`config.mk`:
```
export PLATFORM = sky130hd
export DESIGN_NAME = hdlc_bit_stuffer_destuffer_core
export DESIGN_NICKNAME = d
export VERILOG_FILES = /design/src/rtl/hbsd_pkg.sv /design/src/rtl/hdlc_bit_stuffer_destuffer_core.sv /design/src/rtl/hbsd_front.sv /design/src/rtl/hbsd_queue.sv /design/src/rtl/hbsd_back.sv
export SDC_FILE = /design/constraint.sdc
export NUM_CORES = 1
export LEC_CHECK = 0
export ABC_CLOCK_PERIOD_IN_PS = 3200
export BUFFER_PORTS_ARGS = -buffer_cell sky130_fd_sc_hd__buf_2
export CAP_MARGIN = 20
export CORE_MARGIN = 4
export CORE_UTILIZATION = 50
export DETAILED_ROUTE_END_ITERATION = 8
export PLACE_DENSITY = 0.78
export SYNTH_ARGS = -nofsm -noshare
export SYNTH_HDL_FRONTEND = slang
export SYNTH_SLANG_ARGS = --single-unit
```
`constraint.sdc`:
```
create_clock -name clk -period 3.2 [get_ports clk]
set_input_delay 0.64 -clock clk [delete_from_list [all_inputs] [get_ports clk]]
set_output_delay 0.64 -clock clk [all_outputs]
set_load 0.05 [all_outputs]
```
`src/rtl/hbsd_pkg.sv`:
```
// Shared types and constants for the HDLC bit stuffer and destuffer.
package hbsd_pkg;

  localparam logic [7:0] FLAG_PATTERN = 8'h7E;
  localparam logic [2:0] RUN_LIMIT    = 3'd5;

  localparam logic MODE_STUFF   = 1'b0;
  localparam logic MODE_DESTUFF = 1'b1;

  localparam int Q_DEPTH = 4;
  localparam int Q_AW    = $clog2(Q_DEPTH);
  localparam int Q_CW    = $clog2(Q_DEPTH + 1);

  localparam int TDATA_W    = 8;
  localparam int OUT_TUSER_W = 4;

  typedef struct packed {
    logic open_flag;
    logic bit_val;
    logic bit_valid;
    logic bit_done;
    logic bit_err;
    logic stuff_zero;
    logic close_flag;
  } cmd_t;

  typedef struct packed {
    logic full;
    logic empty;
  } q_stat_t;

endpackage

```
`src/rtl/hdlc_bit_stuffer_destuffer_core.sv`:
```
// Top level of the HDLC bit stuffer and destuffer.
// One serial bit enters per request; mode 0 stuffs payload bits and wraps frames
// in 01111110 flags, mode 1 drops the zero after five ones and reports a sixth one
// as an error. The output sequencer gives one result per cycle while out_ready holds, so a
// bit that yields a single result passes at one per cycle. Extra results come from the
// opening flag at a frame start, a stuffed zero and the closing flag at a frame end;
// a 4-entry command queue between the classifier and the sequencer absorbs these,
// and the input stalls only when that queue is full. A destuffed zero that ends no
// frame produces no result. Write mode only while no request is in flight.
module hdlc_bit_stuffer_destuffer_core (
  input  logic                                clk,
  input  logic                                rst_n,
  input  logic                                cfg_wr_en,
  input  logic                                cfg_wr_data,
  input  logic                                in_tvalid,
  output logic                                in_tready,
  input  logic [hbsd_pkg::TDATA_W-1:0]        in_tdata,   // [0] data_bit, rest zero
  input  logic                                in_tuser,   // [0] frame_start
  input  logic                                in_tlast,   // frame_end
  output logic                                out_tvalid,
  input  logic                                out_tready,
  output logic [hbsd_pkg::TDATA_W-1:0]        out_tdata,  // [0] out_bit, rest zero
  // [0] bit_valid, [1] is_flag, [2] run_last, [3] stuff_error
  output logic [hbsd_pkg::OUT_TUSER_W-1:0]    out_tuser,
  output logic                                out_tlast   // frame_done
);

  hbsd_pkg::q_stat_t q_stat;
  hbsd_pkg::cmd_t    push_cmd;
  hbsd_pkg::cmd_t    head_cmd;
  logic              push;
  logic              pop;
  logic              out_bit;
  logic              bit_valid;
  logic              is_flag;
  logic              frame_done;
  logic              run_last;
  logic              stuff_error;

  hbsd_front u_front (
    .clk         (clk),
    .rst_n       (rst_n),
    .cfg_wr_en   (cfg_wr_en),
    .cfg_wr_data (cfg_wr_data),
    .in_valid    (in_tvalid),
    .in_ready    (in_tready),
    .data_bit    (in_tdata[0]),
    .frame_start (in_tuser),
    .frame_end   (in_tlast),
    .q_stat      (q_stat),
    .push        (push),
    .cmd         (push_cmd)
  );

  hbsd_queue u_queue (
    .clk      (clk),
    .rst_n    (rst_n),
    .push     (push),
    .push_cmd (push_cmd),
    .pop      (pop),
    .head_cmd (head_cmd),
    .q_stat   (q_stat)
  );

  hbsd_back u_back (
    .clk         (clk),
    .rst_n       (rst_n),
    .head_cmd    (head_cmd),
    .q_stat      (q_stat),
    .pop         (pop),
    .out_valid   (out_tvalid),
    .out_ready   (out_tready),
    .out_bit     (out_bit),
    .bit_valid   (bit_valid),
    .is_flag     (is_flag),
    .frame_done  (frame_done),
    .run_last    (run_last),
    .stuff_error (stuff_error)
  );

  assign out_tdata = {{(hbsd_pkg::TDATA_W-1){1'b0}}, out_bit};
  assign out_tuser = {stuff_error, run_last, is_flag, bit_valid};
  assign out_tlast = frame_done;

  a_err_no_bit: assert property (@(posedge clk) disable iff (!rst_n)
    out_tvalid && out_tuser[3] |-> !out_tuser[0] && !out_tuser[1])
    else $error("error marker carries a bit");

  a_flag_end_last: assert property (@(posedge clk) disable iff (!rst_n)
    out_tvalid && out_tuser[1] && out_tlast |-> out_tuser[2])
    else $error("closing flag does not end the run");

  a_reset_idle: assert property (@(posedge clk)
    !rst_n |=> !out_tvalid)
    else $error("output valid right after reset");

  a_flag_valid: assert property (@(posedge clk) disable iff (!rst_n)
    out_tvalid && out_tuser[1] |-> out_tuser[0] && !out_tuser[3])
    else $error("flag bit without valid data");

endmodule

```
`src/rtl/hbsd_front.sv`:
```
// Front end: accepts bits, tracks the ones run and classifies each request.
module hbsd_front (
  input  logic              clk,
  input  logic              rst_n,
  input  logic              cfg_wr_en,
  input  logic              cfg_wr_data,
  input  logic              in_valid,
  output logic              in_ready,
  input  logic              data_bit,
  input  logic              frame_start,
  input  logic              frame_end,
  input  hbsd_pkg::q_stat_t q_stat,
  output logic              push,
  output hbsd_pkg::cmd_t    cmd
);

  logic       mode_r;
  logic [2:0] ones_run_r;
  logic [2:0] ones_run_nxt;
  logic [2:0] run0;
  logic [2:0] run1;
  logic       accept;
  logic       keep;

  assign in_ready = !q_stat.full;
  assign accept   = in_valid && in_ready;
  assign push     = accept && keep;

  always_comb begin
    run0         = frame_start ? 3'd0 : ones_run_r;
    run1         = 3'd0;
    keep         = 1'b1;
    cmd          = '0;
    ones_run_nxt = run0;
    if (mode_r == hbsd_pkg::MODE_STUFF) begin
      cmd.open_flag  = frame_start;
      cmd.bit_val    = data_bit;
      cmd.bit_valid  = 1'b1;
      cmd.close_flag = frame_end;
      if (data_bit) begin
        run1 = (run0 < hbsd_pkg::RUN_LIMIT) ? run0 + 3'd1 : run0;
      end
      cmd.stuff_zero = (run1 >= hbsd_pkg::RUN_LIMIT);
      ones_run_nxt   = (cmd.stuff_zero || frame_end) ? 3'd0 : run1;
    end else begin
      cmd.bit_done = frame_end;
      if (run0 >= hbsd_pkg::RUN_LIMIT) begin
        keep         = data_bit || frame_end;
        cmd.bit_err  = data_bit;
        ones_run_nxt = 3'd0;
      end else begin
        cmd.bit_val   = data_bit;
        cmd.bit_valid = 1'b1;
        ones_run_nxt  = data_bit ? run0 + 3'd1 : 3'd0;
      end
      if (frame_end) begin
        ones_run_nxt = 3'd0;
      end
    end
  end

  always_ff @(posedge clk) begin
    if (!rst_n) begin
      mode_r     <= hbsd_pkg::MODE_STUFF;
      ones_run_r <= 3'd0;
    end else begin
      if (cfg_wr_en) begin
        mode_r <= cfg_wr_data;
      end
      if (accept) begin
        ones_run_r <= ones_run_nxt;
      end
    end
  end

endmodule

```
`src/rtl/hbsd_queue.sv`:
```
// Short command queue between the front end and the output sequencer.
module hbsd_queue (
  input  logic              clk,
  input  logic              rst_n,
  input  logic              push,
  input  hbsd_pkg::cmd_t    push_cmd,
  input  logic              pop,
  output hbsd_pkg::cmd_t    head_cmd,
  output hbsd_pkg::q_stat_t q_stat
);

  hbsd_pkg::cmd_t              entry_r [hbsd_pkg::Q_DEPTH];
  logic [hbsd_pkg::Q_AW-1:0]   wr_ptr_r;
  logic [hbsd_pkg::Q_AW-1:0]   rd_ptr_r;
  logic [hbsd_pkg::Q_CW-1:0]   count_r;
  logic                        do_push;
  logic                        do_pop;

  assign q_stat.full  = (count_r == hbsd_pkg::Q_CW'(hbsd_pkg::Q_DEPTH));
  assign q_stat.empty = (count_r == '0);
  assign do_push      = push && !q_stat.full;
  assign do_pop       = pop && !q_stat.empty;
  assign head_cmd     = entry_r[rd_ptr_r];

  always_ff @(posedge clk) begin
    if (do_push) begin
      entry_r[wr_ptr_r] <= push_cmd;
    end
  end

  always_ff @(posedge clk) begin
    if (!rst_n) begin
      wr_ptr_r <= '0;
      rd_ptr_r <= '0;
      count_r  <= '0;
    end else begin
      if (do_push) begin
        wr_ptr_r <= wr_ptr_r + 1'b1;
      end
      if (do_pop) begin
        rd_ptr_r <= rd_ptr_r + 1'b1;
      end
      if (do_push && !do_pop) begin
        count_r <= count_r + 1'b1;
      end else if (do_pop && !do_push) begin
        count_r <= count_r - 1'b1;
      end
    end
  end

endmodule

```
`src/rtl/hbsd_back.sv`:
```
// Output sequencer: expands each command into flag, data and stuffed bits.
module hbsd_back (
  input  logic              clk,
  input  logic              rst_n,
  input  hbsd_pkg::cmd_t    head_cmd,
  input  hbsd_pkg::q_stat_t q_stat,
  output logic              pop,
  output logic              out_valid,
  input  logic              out_ready,
  output logic              out_bit,
  output logic              bit_valid,
  output logic              is_flag,
  output logic              frame_done,
  output logic              run_last,
  output logic              stuff_error
);

  localparam logic [1:0] PH_OPEN  = 2'd0;
  localparam logic [1:0] PH_MAIN  = 2'd1;
  localparam logic [1:0] PH_STUFF = 2'd2;
  localparam logic [1:0] PH_CLOSE = 2'd3;

  logic           active_r;
  logic [1:0]     phase_r;
  logic [1:0]     phase_nxt;
  logic [2:0]     idx_r;
  logic [2:0]     idx_nxt;
  hbsd_pkg::cmd_t cmd_r;
  logic           flag_bit;
  logic           step;
  logic           load;

  assign flag_bit  = hbsd_pkg::FLAG_PATTERN[3'd7 - idx_r];
  assign out_valid = active_r;
  assign step      = active_r && out_ready;
  assign load      = (!active_r || (step && run_last)) && !q_stat.empty;
  assign pop       = load;

  always_comb begin
    out_bit     = 1'b0;
    bit_valid   = 1'b1;
    is_flag     = 1'b0;
    frame_done  = 1'b0;
    run_last    = 1'b0;
    stuff_error = 1'b0;
    phase_nxt   = phase_r;
    idx_nxt     = idx_r;
    unique case (phase_r)
      PH_OPEN: begin
        out_bit = flag_bit;
        is_flag = 1'b1;
        if (idx_r == 3'd7) begin
          phase_nxt = PH_MAIN;
          idx_nxt   = 3'd0;
        end else begin
          idx_nxt = idx_r + 3'd1;
        end
      end
      PH_MAIN: begin
        out_bit     = cmd_r.bit_val;
        bit_valid   = cmd_r.bit_valid;
        frame_done  = cmd_r.bit_done;
        stuff_error = cmd_r.bit_err;
        run_last    = !cmd_r.stuff_zero && !cmd_r.close_flag;
        phase_nxt   = cmd_r.stuff_zero ? PH_STUFF : PH_CLOSE;
        idx_nxt     = 3'd0;
      end
      PH_STUFF: begin
        run_last  = !cmd_r.close_flag;
        phase_nxt = PH_CLOSE;
        idx_nxt   = 3'd0;
      end
      PH_CLOSE: begin
        out_bit    = flag_bit;
        is_flag    = 1'b1;
        frame_done = (idx_r == 3'd7);
        run_last   = (idx_r == 3'd7);
        idx_nxt    = idx_r + 3'd1;
      end
      default: begin
        phase_nxt = PH_MAIN;
      end
    endcase
  end

  always_ff @(posedge clk) begin
    if (load) begin
      cmd_r <= head_cmd;
    end
  end

  always_ff @(posedge clk) begin
    if (!rst_n) begin
      active_r <= 1'b0;
      phase_r  <= PH_MAIN;
      idx_r    <= 3'd0;
    end else if (load) begin
      active_r <= 1'b1;
      phase_r  <= head_cmd.open_flag ? PH_OPEN : PH_MAIN;
      idx_r    <= 3'd0;
    end else if (step) begin
      if (run_last) begin
        active_r <= 1'b0;
      end
      phase_r <= phase_nxt;
      idx_r   <= idx_nxt;
    end
  end

endmodule
```
==> results of run 1 <==
flip-flops by register name, summed over array words and instances (netlist names), named ones only:
name / count
u_back.phase_r: 2
u_queue.rd_ptr_r: 2
u_back.idx_r: 3
u_queue.wr_ptr_r: 2
u_queue.count_r: 3
u_front.ones_run_r: 3
u_queue.entry_r: 28
u_back.out_valid: 1
u_front.mode_r: 1
u_back.cmd_r: 6
logic make-up (layout without fill, tap and decap cells):
| logic type | count (synthesis) | after routing | share of synthesized area (%) |
|---|---|---|---|
| simple gates | 66 | 66 | 13.8 |
| fa+ha+maj | 16 | 16 | 8.00 |
| flops | 53 | 53 | 53.9 |
| buf+inv | 33 | 43 | 6.60 |
| mux | 11 | 11 | 7.61 |
| other cells | 1 | 7 | 0.144 |
| compound gates | 28 | 28 | 7.95 |
| xor+xnor | 5 | 5 | 1.97 |
area by class of cell:
cell class	instances	area (µm²)	area share (%)
inverter	16	60.1	2.14
multi-input combinational	133	1050	37.4
timing repair buffer	19	103	3.66
sequential	53	1400	50.0
clock buffer	6	72.6	2.59
clock inverter	2	35.0	1.25
tap	67	83.8	2.99
worst min-delay path: stages, from the launching register on:
cell     delay, ns
dfxtp_1       0.33
nand2_1       0.06
a21oi_1       0.05
where the power goes:
| part | switching (mW) | total [mW] | internal (mW) |
|---|---|---|---|
| clock network | 0.205 | 0.437 | 0.232 |
| registers | 0.0794 | 0.945 | 0.865 |
| logic | 0.490 | 0.781 | 0.291 |
stage by stage:
stage / utilization, % / cell area (µm²) / hold WS, ns / total power, mW
2_1_floorplan: - / 2620 / 0.449 / 1.64
3_3_place_gp: 55.2 / 2700 / 0.466 / 1.74
3_5_place_dp: 55.2 / 2700 / 0.473 / 1.75
4_1_cts: 57.4 / 2800 / 0.485 / 2.19
5_1_grt: 57.4 / 2800 / 0.511 / 2.31
6_report: 57.4 / 2800 / 0.480 / 2.16
worst paths after layout:
| check | from | to | slack [ns] |
|---|---|---|---|
| max reg2reg | u_back.idx_r[0] | u_queue.count_r[2] | 0.39 |
| max | u_back.idx_r[0] | u_queue.count_r[2] | 0.39 |
| min | u_back.idx_r[1] | u_back.idx_r[1] | 0.48 |
| min reg2reg | u_back.idx_r[1] | u_back.idx_r[1] | 0.48 |
per-layer routing:
metal | GRT usage (%) | vias to the layer above
met2 | 22.2 | 28
met3 | 4.82 | 5
met5 | 0 | -
met1 | 17.4 | 706
li1 | - | 760
met4 | 5.41 | 0
cells in the final DEF (no fill, tap or decap), types with 15 or more instances in the layout:
cell type  count
ha_1          15
dfxtp_1       19
nand2_1       19
edfxtp_1      34
inv_1         15
buf_2         16
and2_1        17
==> flow_summary.toml, run 1 <==
[route]
drt-met1-wl_um = 1790
drt-total-wl_um = 3890
met3WireLength_um = 194
drc = 0
first_pass_iters = 4
via_per_inst = 5.06
wl_per_cell_um = 13.1
via_count = 1499
wl_met2_um = 1860
top_layer_used = "met4"
ant_nets = 0
drt_iter0_markers = 66

[finish]
areaGrowthSynthToFinish_pct = 7.90
diodes = 0
fin_cells = 296
fin_nets = 260
nFillCells = 424
drive_gt1_share_pct = 18.3

[synth]
synth_ff_type = "edfxtp_1"
yosysSeqAreaShare_pct = 53.9
synth_area_leaders = "edfxtp_1 39%, dfxtp_1 15%, ha_1 7.2%"
yosys_warnings = 0
synth_area_leader_cell = "edfxtp_1"
synth_area_um2 = 2600
ys_ff_latch = 53
synth_cells = 213
synth.distinct_cells = 45
synth_common_cells = "34 x edfxtp_1, 19 x dfxtp_1, 19 x nand2_1"
yosysMostFrequentCell = "edfxtp_1"
synth_top_area_share_pct = 39.3
synth_area_per_cell_um2 = 12.2
synth-edff-count = 34
synthArstFlopShare_pct = 0

[critical_path]
cpPeakStageDelay_ns = 0.44
crit_family = "adder cells"
crit_slowest_cell = "fa_1"
startpoint_type = "flop"
cp-end-kind = "flop"
path_common_cell = "ha_1"
critPathRequiredTime_ns = 3.44
worst-path-buf-inv = 1
path_max_fanout = 5
cp_cell_sequence = "ha_1 > ha_1 > nand2_1 > o31a_1 > a21oi_4 > inv_2 > ha_1 > fa_1 > xnor2_1 > or3_1 > a21boi_0"
worstPathArrival_ns = 3.05
crit_cells = 11
r2r_cells = 11
critical_path_class = "flop to flop"

[placement]
portBuffers = 16
place.gp.congestion = 0.746
dp_cells = 288
dp_worst_setup_slack_ns = 0.255
dp_hpwl_um = 2880

[cts]
cts_tree = "built"
cts_resized = 0
clock_path_buffers = 2
root_buffer = "clkbuf_8"
postCtsSetupRepairBufs = 0
cts.clk_slew.worst_paths_ns = 0.10
cts-buffers-inserted = 5
clk_latency_ns = 0.31
hold_buffers = 0
numClockSinks = 53
cts.htree.levels = 2

[floorplan]
die-area_um2 = 6410
placementRows = 25
core_um2 = 4880
io-pin-count = 31
die_w_um = 80.1
fp.dieH_um = 80.1
initial_core_util_pct = 53.2

[timing]
fmax_mhz = 356
worst_slack_ns = 0.389
period_minus_slack_ns = 2.81
period_share_pct = 87.8
finalMaxSlewViolations = 0
setup_viol = 0
hold_viol = 0
fin_skew_ns = 0.0127
rsz0062_at_grt = "false"
finalSetupTns_ns = 0

[global_route]
grt_pass1_wl_um = 6740
grt_use_total_pct = 13.9
grt_max_degree = 17
grt_pass1_vias = 1428
antenna_found_initial = 0
grt_overflow = 0

[power_and_ir_drop]
cellLeakagePower_nw = 1.08
peakVddDrop_mv = 0.355
p_per_area_nw_per_um2 = 772

[min_path]
hp-class = "flop to flop"
min_path_cells = 2

[flow_run]
drv_cap = 0

[run_status]
status = "finished, final reports clean"
No activity file was read; power rests on OpenSTA's default activity.
==> run 2, diff against run 1 <==
CORE_UTILIZATION = 45   (was 50)
PLACE_DENSITY = 0.72   (was 0.78)
==> flow_summary.toml, run 2 (synthesis results as in run 1) <==
[route]
via_count = 1469
first_pass_iters = 4
ant_nets = 0
via_per_inst = 4.88
wl_per_cell_um = 13.1
drt-total-wl_um = 3950
drt_iter0_markers = 69
drc = 0

[finish]
finish.instance_area_um2 = 2820
fin_cells = 301
top_regs = "u_queue.entry_r x28, u_back.cmd_r x6"
fin_nets = 260
layout_commonest_cell = "edfxtp_1"
largest_reg_flops = 28
nFillCells = 497
regMostFlops = "u_queue.entry_r"
diodes = 0
final_cell_mix = "34 x edfxtp_1, 19 x nand2_1, 19 x dfxtp_1"
areaGrowthSynthToFinish_pct = 8.43
drive_gt1_share_pct = 18.8

[critical_path]
cp_cell_sequence = "ha_1 > ha_1 > nand2_1 > o31a_1 > a21oi_4 > inv_2 > ha_1 > fa_1 > xnor2_1 > or3_1 > a21boi_0"
worstPathArrival_ns = 3.05
cpPeakStageDelay_ns = 0.44
critPathRequiredTime_ns = 3.43
crit_slowest_cell = "fa_1"
worst-path-buf-inv = 1
path_max_fanout = 5
critical_path_class = "flop to flop"
cp-end-kind = "flop"
crit_family = "adder cells"
startpoint_type = "flop"
path_common_cell = "ha_1"

[timing]
fin_skew_ns = 0.00914
setup_viol = 0
hold_viol = 0
fmax_mhz = 355
finalSetupTns_ns = 0
rsz0062_at_grt = "false"
period_share_pct = 88.1
finalMaxSlewViolations = 0
period_minus_slack_ns = 2.82

[power_and_ir_drop]
peakVddDrop_mv = 0.410
p_per_area_nw_per_um2 = 774
cellLeakagePower_nw = 1.08

[global_route]
grt_pass1_vias = 1398
grt_use_total_pct = 11.6
grt_pass1_wl_um = 6600
grt_overflow = 0
grt_max_degree = 18
antenna_found_initial = 0

[cts]
cts-buffers-inserted = 5
numClockSinks = 53
clock_path_buffers = 2
cts.htree.levels = 2
cts_resized = 0
cts.clk_slew.worst_paths_ns = 0.09
postCtsSetupRepairBufs = 0
hold_buffers = 0
cts_tree = "built"
root_buffer = "clkbuf_8"
clk_latency_ns = 0.30

[floorplan]
initial_core_util_pct = 46.9
io-pin-count = 31
die-area_um2 = 7050
fp.dieH_um = 84.0
placementRows = 27
core_um2 = 5540
die_w_um = 84.0

[placement]
place.gp.congestion = 0.716
portBuffers = 16
dp_hpwl_um = 2970
placed_area_um2 = 2700
dp_cells = 293

[run_status]
status = "finished, final reports clean"

[flow_run]
drv_cap = 0

[min_path]
hp-class = "flop to flop"
==> run 2: final cells by class <==
class	count	area, µm²	share of cell area [%]
Inverter	16	60.1	2.13
Multi-Input combinational cell	133	1050	37.2
Clock buffer	5	68.8	2.44
Clock inverter	3	46.3	1.64
Tap cell	72	90.1	3.20
Sequential cell	53	1400	49.8
Timing Repair Buffer	19	103	3.64
==> run 2: stage by stage <==
stage          worst slack, ns  total power, mW  hold WS, ns  utilization (%)
2_1_floorplan            0.276             1.64        0.449                -
3_3_place_gp             0.298             1.74        0.461             48.8
3_5_place_dp             0.213             1.76        0.473             48.8
4_1_cts                  0.328             2.21        0.485             50.8
5_1_grt                  0.137             2.32        0.519             50.8
6_report                 0.382             2.18        0.480             50.8
==> run 2: final timing paths <==
check / start / depth (start not counted) / endpoint / slack [ns]
setup / recovery: u_back.idx_r[0] / 11 / u_queue.count_r[2] / 0.38
hold / removal: u_back.idx_r[1] / 2 / u_back.idx_r[1] / 0.48
setup reg to reg: u_back.idx_r[0] / 11 / u_queue.count_r[2] / 0.38
hold reg to reg: u_back.idx_r[1] / 2 / u_back.idx_r[1] / 0.48
==> run 2: per-layer routing <==
layer / wire, µm / share of wire, % / up-vias / global-route usage, %
li1: - / - / 751 / -
met1: 1850 / 47 / 693 / 15.4
met2: 1930 / 49 / 22 / 19.0
met3: 140 / 3.5 / 3 / 3.06
met4: 25 / 0.63 / 0 / 3.07
met5: 0 / 0 / - / 0
==> run 2: power breakdown <==
group / internal [mW] / total, mW / switching [mW] / leakage (nW)
clock: 0.234 / 0.448 / 0.214 / 0.0543
combinational: 0.292 / 0.785 / 0.494 / 0.547
sequential: 0.865 / 0.946 / 0.0806 / 0.482
==> run 2: tightest hold or removal path, delay by kind of cell, from the launching register on <==
family	cells	cell delay (ns)
flops	1	0.33
compound gates	1	0.05
simple gates	1	0.06
